## config.mk

```make
export PLATFORM = sky130hd
export DESIGN_NAME = eeg_frame_deframer_unpacker
export DESIGN_NICKNAME = d
export VERILOG_FILES = /design/src/design/eegfd_pkg.sv /design/src/design/eegfd_ram.sv /design/src/design/eegfd_datapath.sv /design/src/design/eegfd_ctrl.sv /design/src/design/eeg_frame_deframer_unpacker.sv
export SDC_FILE = /design/constraint.sdc
export NUM_CORES = 1
export LEC_CHECK = 0
export ABC_CLOCK_PERIOD_IN_PS = 2800
export BUFFER_PORTS_ARGS = -buffer_cell sky130_fd_sc_hd__clkbuf_2
export CAP_MARGIN = 20
export CORE_MARGIN = 2
export CORE_UTILIZATION = 60
export CTS_CLUSTER_SIZE = 30
export DETAILED_ROUTE_END_ITERATION = 7
export PLACE_DENSITY = 0.77
export SLEW_MARGIN = 10
export SYNTH_ARGS = -nofsm -noshare
export SYNTH_HDL_FRONTEND = slang
export SYNTH_SLANG_ARGS = --single-unit
```

## constraint.sdc

```tcl
create_clock -name aclk -period 2.8 [get_ports aclk]
set_clock_uncertainty 0.15 [all_clocks]
set_input_delay 0.56 -clock aclk [delete_from_list [all_inputs] [get_ports aclk]]
set_output_delay 0.56 -clock aclk [all_outputs]
set_load 0.02 [all_outputs]
```

## src/design/eegfd_pkg.sv

```systemverilog
// Shared constants, types and decode function for the EEG frame deframer and unpacker.
package eegfd_pkg;

    localparam int DATA_LEN     = 30;
    localparam int FRAME_LEN    = 32;
    localparam int NUM_TRIPLES  = DATA_LEN / 3;
    localparam int NUM_CHANNELS = 2 * NUM_TRIPLES;

    localparam int BYTE_W = 8;
    localparam int POS_W  = 5;
    localparam int ADDR_W = $clog2(DATA_LEN);
    localparam int TRI_W  = $clog2(NUM_TRIPLES);
    localparam int CH_W   = TRI_W + 1;
    localparam int MAG_W  = 11;
    localparam int VAL_W  = 12;
    localparam int TDATA_W = 24;

    localparam logic [BYTE_W-1:0] HDR_BYTE = 8'hA0;

    typedef struct packed {
        logic pos_clear;
        logic pos_inc;
        logic mem_we;
        logic dec_start;
        logic rd_issue;
        logic cap_b0;
        logic cap_b1;
        logic cap_b2;
        logic load_even;
        logic load_odd;
        logic tri_inc;
    } cmd_t;

    typedef struct packed {
        logic hdr_match;
        logic pos_data;
        logic pos_trailer;
        logic out_free;
        logic tri_last;
    } status_t;

    function automatic logic signed [VAL_W-1:0] sm_to_value(
        input logic [MAG_W-1:0] mag,
        input logic             neg
    );
        logic signed [VAL_W-1:0] ext;
        ext = signed'({1'b0, mag});
        return neg ? -ext : ext;
    endfunction

endpackage

```

## src/design/eegfd_ram.sv

```systemverilog
// Generic single-write, single-read RAM with registered read data.
module eegfd_ram #(
    parameter int WIDTH = 8,
    parameter int DEPTH = 30
) (
    input  logic                     aclk,
    input  logic                     wr_en,
    input  logic [$clog2(DEPTH)-1:0] wr_addr,
    input  logic [WIDTH-1:0]         wr_data,
    input  logic [$clog2(DEPTH)-1:0] rd_addr,
    output logic [WIDTH-1:0]         rd_data
);

    logic [WIDTH-1:0] mem [DEPTH];
    logic [WIDTH-1:0] rd_data_reg;

    always_ff @(posedge aclk) begin
        if (wr_en) begin
            mem[wr_addr] <= wr_data;
        end
        rd_data_reg <= mem[rd_addr];
    end

    assign rd_data = rd_data_reg;

endmodule

```

## src/design/eegfd_datapath.sv

```systemverilog
// Datapath: frame position counter, frame byte store, triple unpacking and output register.
module eegfd_datapath (
    input  logic                             aclk,
    input  logic                             aresetn,
    input  eegfd_pkg::cmd_t                  cmd,
    output eegfd_pkg::status_t               status,
    input  logic [eegfd_pkg::BYTE_W-1:0]     s_tdata_byte,
    input  logic                             m_tready,
    output logic                             m_tvalid,
    output logic [eegfd_pkg::CH_W-1:0]       out_index,
    output logic signed [eegfd_pkg::VAL_W-1:0] out_value,
    output logic                             out_last
);

    logic [eegfd_pkg::POS_W-1:0]  pos_reg, pos_next;
    logic [eegfd_pkg::ADDR_W-1:0] rd_addr_reg, rd_addr_next;
    logic [eegfd_pkg::TRI_W-1:0]  tri_reg, tri_next;
    logic [eegfd_pkg::BYTE_W-1:0] b0_reg, b1_reg, b2_reg;
    logic [eegfd_pkg::BYTE_W-1:0] rd_data;
    logic                         m_tvalid_reg, m_tvalid_next;
    logic [eegfd_pkg::CH_W-1:0]   index_reg;
    logic signed [eegfd_pkg::VAL_W-1:0] value_reg;
    logic                         last_reg;
    logic signed [eegfd_pkg::VAL_W-1:0] even_value, odd_value;

    eegfd_ram #(
        .WIDTH(eegfd_pkg::BYTE_W),
        .DEPTH(eegfd_pkg::DATA_LEN)
    ) u_frame_ram (
        .aclk   (aclk),
        .wr_en  (cmd.mem_we),
        .wr_addr(pos_reg[eegfd_pkg::ADDR_W-1:0]),
        .wr_data(s_tdata_byte),
        .rd_addr(rd_addr_reg),
        .rd_data(rd_data)
    );

    always_comb begin
        pos_next = pos_reg;
        if (cmd.pos_clear) begin
            pos_next = '0;
        end else if (cmd.pos_inc) begin
            pos_next = pos_reg + 1'b1;
        end
        rd_addr_next = rd_addr_reg;
        if (cmd.dec_start) begin
            rd_addr_next = '0;
        end else if (cmd.rd_issue) begin
            rd_addr_next = rd_addr_reg + 1'b1;
        end
        tri_next = tri_reg;
        if (cmd.dec_start) begin
            tri_next = '0;
        end else if (cmd.tri_inc) begin
            tri_next = tri_reg + 1'b1;
        end
        m_tvalid_next = m_tvalid_reg;
        if (cmd.load_even || cmd.load_odd) begin
            m_tvalid_next = 1'b1;
        end else if (m_tready) begin
            m_tvalid_next = 1'b0;
        end
    end

    always_ff @(posedge aclk) begin
        if (!aresetn) begin
            pos_reg      <= '0;
            rd_addr_reg  <= '0;
            tri_reg      <= '0;
            m_tvalid_reg <= 1'b0;
        end else begin
            pos_reg      <= pos_next;
            rd_addr_reg  <= rd_addr_next;
            tri_reg      <= tri_next;
            m_tvalid_reg <= m_tvalid_next;
        end
    end

    assign even_value = eegfd_pkg::sm_to_value({b1_reg[2:0], b0_reg}, b1_reg[3]);
    assign odd_value  = eegfd_pkg::sm_to_value({b2_reg[6:0], b1_reg[7:4]}, b2_reg[7]);

    always_ff @(posedge aclk) begin
        if (cmd.cap_b0) begin
            b0_reg <= rd_data;
        end
        if (cmd.cap_b1) begin
            b1_reg <= rd_data;
        end
        if (cmd.cap_b2) begin
            b2_reg <= rd_data;
        end
        if (cmd.load_even) begin
            index_reg <= {tri_reg, 1'b0};
            value_reg <= even_value;
            last_reg  <= 1'b0;
        end else if (cmd.load_odd) begin
            index_reg <= {tri_reg, 1'b1};
            value_reg <= odd_value;
            last_reg  <= status.tri_last;
        end
    end

    assign status.hdr_match   = (s_tdata_byte == eegfd_pkg::HDR_BYTE);
    assign status.pos_data    = (pos_reg < eegfd_pkg::POS_W'(eegfd_pkg::DATA_LEN));
    assign status.pos_trailer = (pos_reg == eegfd_pkg::POS_W'(eegfd_pkg::FRAME_LEN - 1));
    assign status.out_free    = !m_tvalid_reg || m_tready;
    assign status.tri_last    = (tri_reg == eegfd_pkg::TRI_W'(eegfd_pkg::NUM_TRIPLES - 1));

    assign m_tvalid  = m_tvalid_reg;
    assign out_index = index_reg;
    assign out_value = value_reg;
    assign out_last  = last_reg;

endmodule

```

## src/design/eegfd_ctrl.sv

```systemverilog
// Controller: header hunt, frame collection and per-triple decode sequencing.
module eegfd_ctrl (
    input  logic               aclk,
    input  logic               aresetn,
    input  logic               s_tvalid,
    output logic               s_tready,
    input  eegfd_pkg::status_t status,
    output eegfd_pkg::cmd_t    cmd
);

    localparam logic [2:0] ST_HUNT    = 3'd0;
    localparam logic [2:0] ST_COLLECT = 3'd1;
    localparam logic [2:0] ST_RD0     = 3'd2;
    localparam logic [2:0] ST_RD1     = 3'd3;
    localparam logic [2:0] ST_RD2     = 3'd4;
    localparam logic [2:0] ST_CAP2    = 3'd5;
    localparam logic [2:0] ST_EVEN    = 3'd6;
    localparam logic [2:0] ST_ODD     = 3'd7;

    logic [2:0] state_reg, state_next;
    logic       in_fire;

    assign s_tready = (state_reg == ST_HUNT) || (state_reg == ST_COLLECT);
    assign in_fire  = s_tvalid && s_tready;

    always_comb begin
        state_next = state_reg;
        cmd        = '0;
        unique case (state_reg)
            ST_HUNT: begin
                if (in_fire && status.hdr_match) begin
                    cmd.pos_clear = 1'b1;
                    state_next    = ST_COLLECT;
                end
            end
            ST_COLLECT: begin
                if (in_fire) begin
                    if (status.pos_data) begin
                        cmd.mem_we  = 1'b1;
                        cmd.pos_inc = 1'b1;
                    end else if (!status.pos_trailer) begin
                        cmd.pos_inc = 1'b1;
                    end else begin
                        cmd.pos_clear = 1'b1;
                        if (status.hdr_match) begin
                            cmd.dec_start = 1'b1;
                            state_next    = ST_RD0;
                        end else begin
                            state_next = ST_HUNT;
                        end
                    end
                end
            end
            ST_RD0: begin
                cmd.rd_issue = 1'b1;
                state_next   = ST_RD1;
            end
            ST_RD1: begin
                cmd.rd_issue = 1'b1;
                cmd.cap_b0   = 1'b1;
                state_next   = ST_RD2;
            end
            ST_RD2: begin
                cmd.rd_issue = 1'b1;
                cmd.cap_b1   = 1'b1;
                state_next   = ST_CAP2;
            end
            ST_CAP2: begin
                cmd.cap_b2 = 1'b1;
                state_next = ST_EVEN;
            end
            ST_EVEN: begin
                if (status.out_free) begin
                    cmd.load_even = 1'b1;
                    state_next    = ST_ODD;
                end
            end
            ST_ODD: begin
                if (status.out_free) begin
                    cmd.load_odd = 1'b1;
                    cmd.tri_inc  = 1'b1;
                    state_next   = status.tri_last ? ST_COLLECT : ST_RD0;
                end
            end
            default: begin
                state_next = ST_HUNT;
            end
        endcase
    end

    always_ff @(posedge aclk) begin
        if (!aresetn) begin
            state_reg <= ST_HUNT;
        end else begin
            state_reg <= state_next;
        end
    end

endmodule

```

## src/design/eeg_frame_deframer_unpacker.sv

```systemverilog
// Top level of the EEG frame deframer and channel unpacker.
// Takes one serial byte per item, hunts for the 0xA0 header and collects 32-byte
// frames; a frame whose byte 31 is 0xA0 is accepted and that byte starts the next
// frame, otherwise the block drops back to hunting. While hunting or collecting a
// byte is taken every cycle. After an accepted trailer, s_tready stays low while
// the ten stored triples are read back from the 30-entry frame RAM and unpacked
// into twenty channel items: each triple's three bytes are fetched in turn through
// the single registered read port (states RD0, RD1, RD2, CAP2), then its even and
// odd channel items are loaded into the output register, each waiting while the
// sink stalls. The last channel of a frame carries m_tlast.
module eeg_frame_deframer_unpacker (
    input  logic        aclk,
    input  logic        aresetn,
    input  logic        s_tvalid,
    output logic        s_tready,
    input  logic [7:0]  s_tdata,   // [7:0] data_byte
    output logic        m_tvalid,
    input  logic        m_tready,
    output logic [23:0] m_tdata,   // [4:0] channel_index, [16:5] channel_value, [23:17] zero
    output logic        m_tlast
);

    eegfd_pkg::cmd_t    cmd;
    eegfd_pkg::status_t status;
    logic [eegfd_pkg::CH_W-1:0]         out_index;
    logic signed [eegfd_pkg::VAL_W-1:0] out_value;
    logic                               out_last;

    eegfd_ctrl u_ctrl (
        .aclk    (aclk),
        .aresetn (aresetn),
        .s_tvalid(s_tvalid),
        .s_tready(s_tready),
        .status  (status),
        .cmd     (cmd)
    );

    eegfd_datapath u_datapath (
        .aclk        (aclk),
        .aresetn     (aresetn),
        .cmd         (cmd),
        .status      (status),
        .s_tdata_byte(s_tdata),
        .m_tready    (m_tready),
        .m_tvalid    (m_tvalid),
        .out_index   (out_index),
        .out_value   (out_value),
        .out_last    (out_last)
    );

    assign m_tdata = {
        (eegfd_pkg::TDATA_W - eegfd_pkg::CH_W - eegfd_pkg::VAL_W)'(0),
        out_value,
        out_index
    };
    assign m_tlast = out_last;

`ifndef ASSERT_OFF
    a_store_needs_item: assert property (@(posedge aclk) disable iff (!aresetn)
        cmd.mem_we |-> (s_tvalid && s_tready && status.pos_data))
        else $error("frame byte stored without an accepted item");

    a_decode_on_good_trailer: assert property (@(posedge aclk) disable iff (!aresetn)
        cmd.dec_start |-> (s_tvalid && s_tready && status.hdr_match && status.pos_trailer))
        else $error("decode started without a valid trailer");

    a_no_overwrite: assert property (@(posedge aclk) disable iff (!aresetn)
        (cmd.load_even || cmd.load_odd) |-> (!m_tvalid || m_tready))
        else $error("output register overwritten while stalled");

    a_last_is_final_channel: assert property (@(posedge aclk) disable iff (!aresetn)
        (m_tvalid && m_tlast) |-> (m_tdata[4:0] == 5'(eegfd_pkg::NUM_CHANNELS - 1)))
        else $error("last marker on a channel other than the final one");
`endif

endmodule

```

# Word-level counts from Yosys, hierarchy flattened
# Memory sizes are Yosys's and may differ from the RTL's. A register that Yosys moved wholly into a read port is not among the register bits.
# Cells that the tools add are included.
[word_totals]
register_bits = 60
ramBits = 240
inputBits = 12
out_inout_bits = 27
elab_cells = 88
n_memories = 1
[memory_table]
columns = ["memory", "depth", "word_bits", "rd", "rd_ports_with_merged_regs", "write_ports", "line", "rtl"]
rows = [
  ["u_datapath.u_frame_ram.mem", 30, 8, 1, 1, 1, "eegfd_ram.sv:14", "logic [WIDTH-1:0] mem [DEPTH];"],
]
[op_classes]
addsub = 5
order_cmp = 1
n_eq_ne = 16
n_mux = 39
n_bitwise = 1
reduce_logical = 13
[op_table]
columns = ["operator", "n"]
rows = [
  ["2-to-1 mux 12 bit", 4],
  ["negation 11 -> 12 bit", 2],
  ["one-hot mux 3 bit (8 select lines)", 1],
  ["2-to-1 mux 3 bit", 7],
  ["2-to-1 mux 1 bit", 19],
  ["== test 3 bit (second input constant)", 4],
  ["adder 5 x 1 -> 5 bit (second input constant)", 2],
  ["2-to-1 mux 5 bit", 2],
  ["== test 8 bit (second input constant)", 1],
  ["2-to-1 mux 2 bit", 4],
  ["inequality test 2 bit (second input constant)", 4],
  ["== test 3 x 2 -> 1 bit (second input constant)", 2],
  ["AND reduction 6 bit", 1],
  ["== test 5 bit (second input constant)", 1],
  ["less-than comparator 5 bit (second input constant)", 1],
  ["adder 4 x 1 -> 4 bit (second input constant)", 1],
  ["== test 4 bit (second input constant)", 1],
  ["2-to-1 mux 4 bit", 1],
  ["inequality test 2 x 1 -> 1 bit (second input constant)", 2],
  ["nonzero test 2 bit", 2],
  ["OR reduction 2 bit", 2],
  ["== test 3 x 1 -> 1 bit (second input constant)", 1],
  ["logical NOT 3 bit", 1],
  ["logical OR 1 bit", 3],
  ["other kinds (5)", 6],
]

# Logic depth before layout (Yosys ltp)
[logic_depth]
ltp_word = 8
ltp_mapped = 8
ltp_nobuf = 6

# Cells and area by module
# Synthesis repeated with hierarchy kept, for this count alone.
[hier_totals]
hier_cells = 779
area_unflattened_um2 = 12747.2
[modules_own_cells]
columns = ["mod", "n_inst", "cells_per_inst", "area_each_um2", "seq_area_each_um2"]
rows = [
  ["eegfd_ram", 1, 517, 9806.9, 7367.1],
  ["eegfd_datapath", 1, 215, 2585.0, 1541.5],
  ["eegfd_ctrl", 1, 39, 299.0, 60.1],
  ["eeg_frame_deframer_unpacker", 1, 8, 56.3, 0.0],
]

# Least setup slack after synthesis
# No wires, ideal clock.
[synth_timing]
path_kind = "reg2reg"
startpoint = "reg u_ctrl.state_reg[2]"
endpoint = "reg u_datapath.rd_addr_reg[2] in the netlist's numbering"
setup_ns = 0.135
arrival_time_ns = 1.875
required_time_ns = 2.515
setup_slack_ns = 0.640
path_stages_with_launch = 6
path_buffers = 1
period_less_slack_ns = 2.160
cell_sequence = "dfxtp_1 > buf_2 > nor3b_1 > o21ai_0 > xor2_1 > nor2_1"
[synth_between]
elab_chain_len = 6
[synth_lines]
columns = ["item", "line", "rtl"]
rows = [
  ["start: declaration", "eegfd_ctrl.sv:20", "logic [2:0] state_reg, state_next;"],
  ["start signal: assignment", "eegfd_ctrl.sv:95", "state_reg <= state_next;"],
  ["== test 3 x 1 -> 1 bit / logical NOT 3 bit (equally long branches)", "eegfd_ctrl.sv:23, eegfd_ctrl.sv:29", ""],
  ["logical OR 1 bit", "eegfd_ctrl.sv:23", "assign s_tready = (state_reg == ST_HUNT) || (state_reg == ST_COLLECT);"],
  ["logical AND 1 bit", "eegfd_ctrl.sv:24", "assign in_fire = s_tvalid && s_tready;"],
  ["2-to-1 mux 4 bit", "eegfd_ctrl.sv:37", "if (in_fire) begin"],
  ["2-to-1 mux 3 bit", "eegfd_ctrl.sv:29", "unique case (state_reg)"],
  ["OR reduction 2 bit (no source line)", "-", ""],
  ["end signal: assignment", "eegfd_datapath.sv:73", "rd_addr_reg <= rd_addr_next;"],
  ["end: declaration", "eegfd_datapath.sv:16", "logic [eegfd_pkg::ADDR_W-1:0] rd_addr_reg, rd_addr_next;"],
]
# Several ways; a longest one is shown, not always the timed one.
# A chain may end at the register's enable or synchronous reset.

# Worst setup path in the final report
[layout_timing]
startpoint = "reg u_ctrl.state_reg[0]"
endpoint = "mem u_datapath.u_frame_ram.mem[28][2], enable pin"
[layout_between]
elab_chain_len = 7
[layout_lines]
columns = ["item", "line", "rtl"]
rows = [
  ["== test 3 x 1 -> 1 bit / logical NOT 3 bit (equally long branches)", "eegfd_ctrl.sv:23, eegfd_ctrl.sv:29", ""],
  ["logical OR 1 bit", "eegfd_ctrl.sv:23", ""],
  ["logical AND 1 bit", "eegfd_ctrl.sv:24", ""],
  ["2-to-1 mux 4 bit", "eegfd_ctrl.sv:37", ""],
  ["2-to-1 mux 3 bit *", "eegfd_ctrl.sv:29", ""],
  ["2-to-1 mux 1 bit *", "eegfd_ram.sv:18", "if (wr_en) begin"],
  ["2-to-1 mux 1 bit (implied by the code) *", "eegfd_ram.sv:19", "mem[wr_addr] <= wr_data;"],
  ["end: declaration", "eegfd_ram.sv:14", ""],
]
# Mark *: on every way between the ends. The rest lies on a longest branch, timed or not.

==> summary.md <==
| Metric | Value |
|---|---|
| Outcome | `complete, no violations` |
| Ys Warns | `0` |
| Vias in the first global route | `about 7.1k` |
| Hold buffer count at cts | `0` |
| Largest register FFs | `240` |
| Via total after detailed routing | `7077` |
| Power density over cell area | `664 nW/um^2` |
| Cell class contributing the biggest share of worst-path delay | `simple AND/OR/NAND/NOR gates` |
| Final Instance Area | `14300 sq um` |
| Critical path endpoint category | `flip-flop` |
| Placed inst area | `between 10000 and 15000 sq um` |
| Maximum buffer depth of the clock tree | `3` |
| Proportion of synthesized flip-flops having asynchronous set or reset | `0%` |
| Antenna diode count | `0` |
| Ys flop type | `edfxtp_1` |
| CTS root buf | `clkbuf_16` |
| Sequential fraction of design power | `a little over half` |
| Count of buffers added by post-CTS timing repair for setup | `0` |
| Final critical path time including I/O delays and setup | `between 2000 and 3000 ps` |
| Clock insertion delay at the later pin of the skew report | `560 ps` |
| Post-DRT Antenna Nets | `0` |
| TritonRoute pass-1 iters | `7` |
| Number of endpoints with negative hold slack in the final report | `0` |
| Worst Path Required | `about 2900 ps` |
| Register containing the most flip-flops in the final layout | `u_datapath.u_frame_ram.mem` |
| Initial core utilization | `61.7%` |
| VDD IR-drop max | `roughly 0.7 mV` |
| Max Cap Violations | `0` |
| Slowest library cell on the worst path | `dfxtp_1` |
| Setup_tns | `0 ps` |
| IO Pins | `39` |
| Clock slew seen by the registers of the worst setup and hold paths | `approximately 70 ps` |
| Fin crit share | `around nine tenths` |
| GRT Util Overall | `between 20% and 30%` |
| Number of sinks handled by clock tree synthesis | `308` |
| Final cell count without fillers | `1120` |
| Slew at the pin closest to its max-slew limit | `roughly 720 ps` |
| Biggest area contributors in the synthesized netlist | `edfxtp_1 (67%), mux4_2 (7.0%), dfxtp_1 (4.5%)` |
| Path category of the worst min-delay check | `input port to flip-flop` |
| Initial antenna violation count | `0` |
| Remaining Overflow, GRT | `0` |
| Number of rows in the core area | `52` |
| First-pass GRT wire length | `about 43000 um` |
| Total instance count after detailed placement | `around 1.1k` |
| Total die area | `around 22000 sq um` |
| Drt first-iter violations | `roughly 600` |
| H-Tree Level Count | `1` |
| Switching power summed over all nets | `0.00204 W` |
| Number of synthesized flops with an enable pin | `280` |
| DP Wirelength | `17500 um` |
| Slew Limit Headroom | `around half` |
| Post-DR wirelength/cell | `about 25 um` |
| Drt via density | `around 6.3` |
| Maximum number of pins on one net before global-route repair | `46` |
| Area Growth Syn to Fin | `13.7%` |
| Buffer and inverter count on the worst path | `1` |
| Switching share of power | `roughly 21%` |
| Combinational share of power | `under 10%` |
| Worst-path fanout max | `13` |
| Crit start category | `flip-flop` |
| Type of the worst setup path | `flip-flop to flip-flop` |
| Biggest cell delay along the critical path | `550 ps` |
| Share of the yosys chip area belonging to registers | `71.4%` |
| Worst hold margin | `roughly 180 ps` |
| Number of register bits inferred by synthesis | `about 300` |
| Total CTS buffers | `30` |
| Synthesized area | `12600 sq um` |
| Share of the synthesized area in the top cell type | `66.9%` |
| Chip height | `about 150 um` |
| CTS tree | `done` |
| Width of the die | `between 100 and 150 um` |
| RSZ-0062 raised after global routing | `no` |
| Area inside the core boundary | `between 20000 and 25000 sq um` |
| # port buffers | `31` |
| Setup violations, final | `0` |
| Cell Chain, Critical Path | `nand4bb_1 > nor2_1 > nand2_1 > nor2_1 > buf_4` |
| Library cell appearing most often on the critical path | `nor2_1` |
| Number of instances in the synthesized netlist | `between 700 and 800` |
| Most area-hungry cell type in the Yosys netlist | `edfxtp_1` |
| Power share of the clock group | `a little over two fifths` |
| Pint | `about 0.0075 W` |
| Leakage | `4.68 nW` |
| Data arrival at the endpoint of the critical path | `roughly 2700 ps` |
| Netlist cell types | `57` |
| Drt total wl | `between 20000 and 30000 um` |
| Highest clock rate | `between 300 and 400 MHz` |
| Mean instance size in the synthesized netlist | `16.9 sq um` |
| Gates resized, CTS repair | `0` |
| Routability cong. | `~0.89` |
| Residual DRC count | `0` |
| Number of max-slew violations in the final report | `0` |
| Proportion of layout cells with a drive suffix above 1 | `22.8%` |
| # nets final | `850` |
## layout by cell type (no fill, tap or decap), types with 5 or more instances in the layout
cell type	Yosys	layout
mux4_1	7	7
nand2_1	32	32
mux2i_1	26	26
a21oi_1	17	17
mux2_2	15	15
clkbuf_16	0	31
o21ai_0	19	19
conb_1	1	7
xor2_1	14	14
nor2_1	61	61
dfxtp_1	28	26
a221oi_1	5	5
nor2b_1	11	11
xnor2_1	11	11
ha_1	10	10
nand3_1	12	12
clkbuf_2	0	31
buf_4	10	54
a31oi_1	7	7
a211oi_1	11	11
inv_1	15	15
a22oi_1	10	10
and3_1	7	7
or3_1	5	5
edfxtp_1	280	280
mux4_2	39	39
clkbuf_1	8	7
## power groups by stage
| stage | Combinational (W) | Clock, W | Sequential [W] |
|---|---|---|---|
| after floorplan | 0.000222 | 0 | 0.00520 |
| after global placement | 0.000356 | 0 | 0.00524 |
| after CTS | 0.000368 | 0.00402 | 0.00514 |
| after detailed placement | 0.000367 | 0 | 0.00524 |
| final | 0.000370 | 0.00398 | 0.00514 |
| after global routing | 0.000396 | 0.00419 | 0.00515 |
## metrics by stage
| step | setup slack, ps | total power (W) | utilization (%) |
|---|---|---|---|
| final | 258 | 0.00949 | 70.2 |
| after global routing | 88.6 | 0.00973 | 70.2 |
| after CTS | 310 | 0.00953 | 70.2 |
| after detailed placement | 95.9 | 0.00561 | 65.4 |
| after global placement | -287 | 0.00559 | 65.4 |
| after floorplan | 640 | 0.00542 | - |
## synth_stat cells, types with 5 or more instances
cell type	number
and3_1	7
mux4_1	7
nand3_1	12
mux2i_1	26
a221oi_1	5
a31oi_1	7
o21ai_0	19
nor4_1	5
a21oi_1	17
xnor2_1	11
nor2b_1	11
mux2_2	15
clkbuf_1	8
inv_1	15
dfxtp_1	28
nor2_1	61
nand2_1	32
a211oi_1	11
mux4_2	39
edfxtp_1	280
buf_4	10
buf_2	15
ha_1	10
a22oi_1	10
xor2_1	14
or3_1	5
## routing by layer
layer | GRT usage (%) | part of all wire [%]
met4 | 7.81 | 3.1
met2 | 45.3 | 52
met1 | 34.6 | 39
met5 | 0 | 0
met3 | 3.47 | 6.1
## worst paths after layout
check                               start                                end  slack [ps]  depth (start not counted)
hold / removal                    aresetn                u_ctrl.state_reg[0]         180                          2
setup / recovery      u_ctrl.state_reg[0]  u_datapath.u_frame_ram.mem[28][2]         260                          5
hold reg to reg   u_datapath.out_index[0]            u_datapath.out_index[0]         290                          2
setup reg to reg      u_ctrl.state_reg[0]  u_datapath.u_frame_ram.mem[28][2]         260                          5
## kinds of logic (layout without fill, tap and decap cells)
logic type      after synthesis  after routing  share of synthesized area [%]
simple gates                163            163                           6.39
compound gates               92             92                           5.08
other cells                   1              7                         0.0298
flops                       308            308                           71.4
fa+ha+maj                    10             10                          0.996
mux                          87             87                           11.9
xor+xnor                     25             25                           1.74
buf+inv                      56            158                           2.52
## layout make-up
type	instances	area, sq um
Sequential cell	308	8970
Multi-Input combinational cell	384	3310
Inverter	15	56.3
Clock buffer	38	802
Fill cell	1237	6080
Tap cell	270	338
Clock inverter	16	168
Timing Repair Buffer	89	641
(Power assumes the default switching activity.)
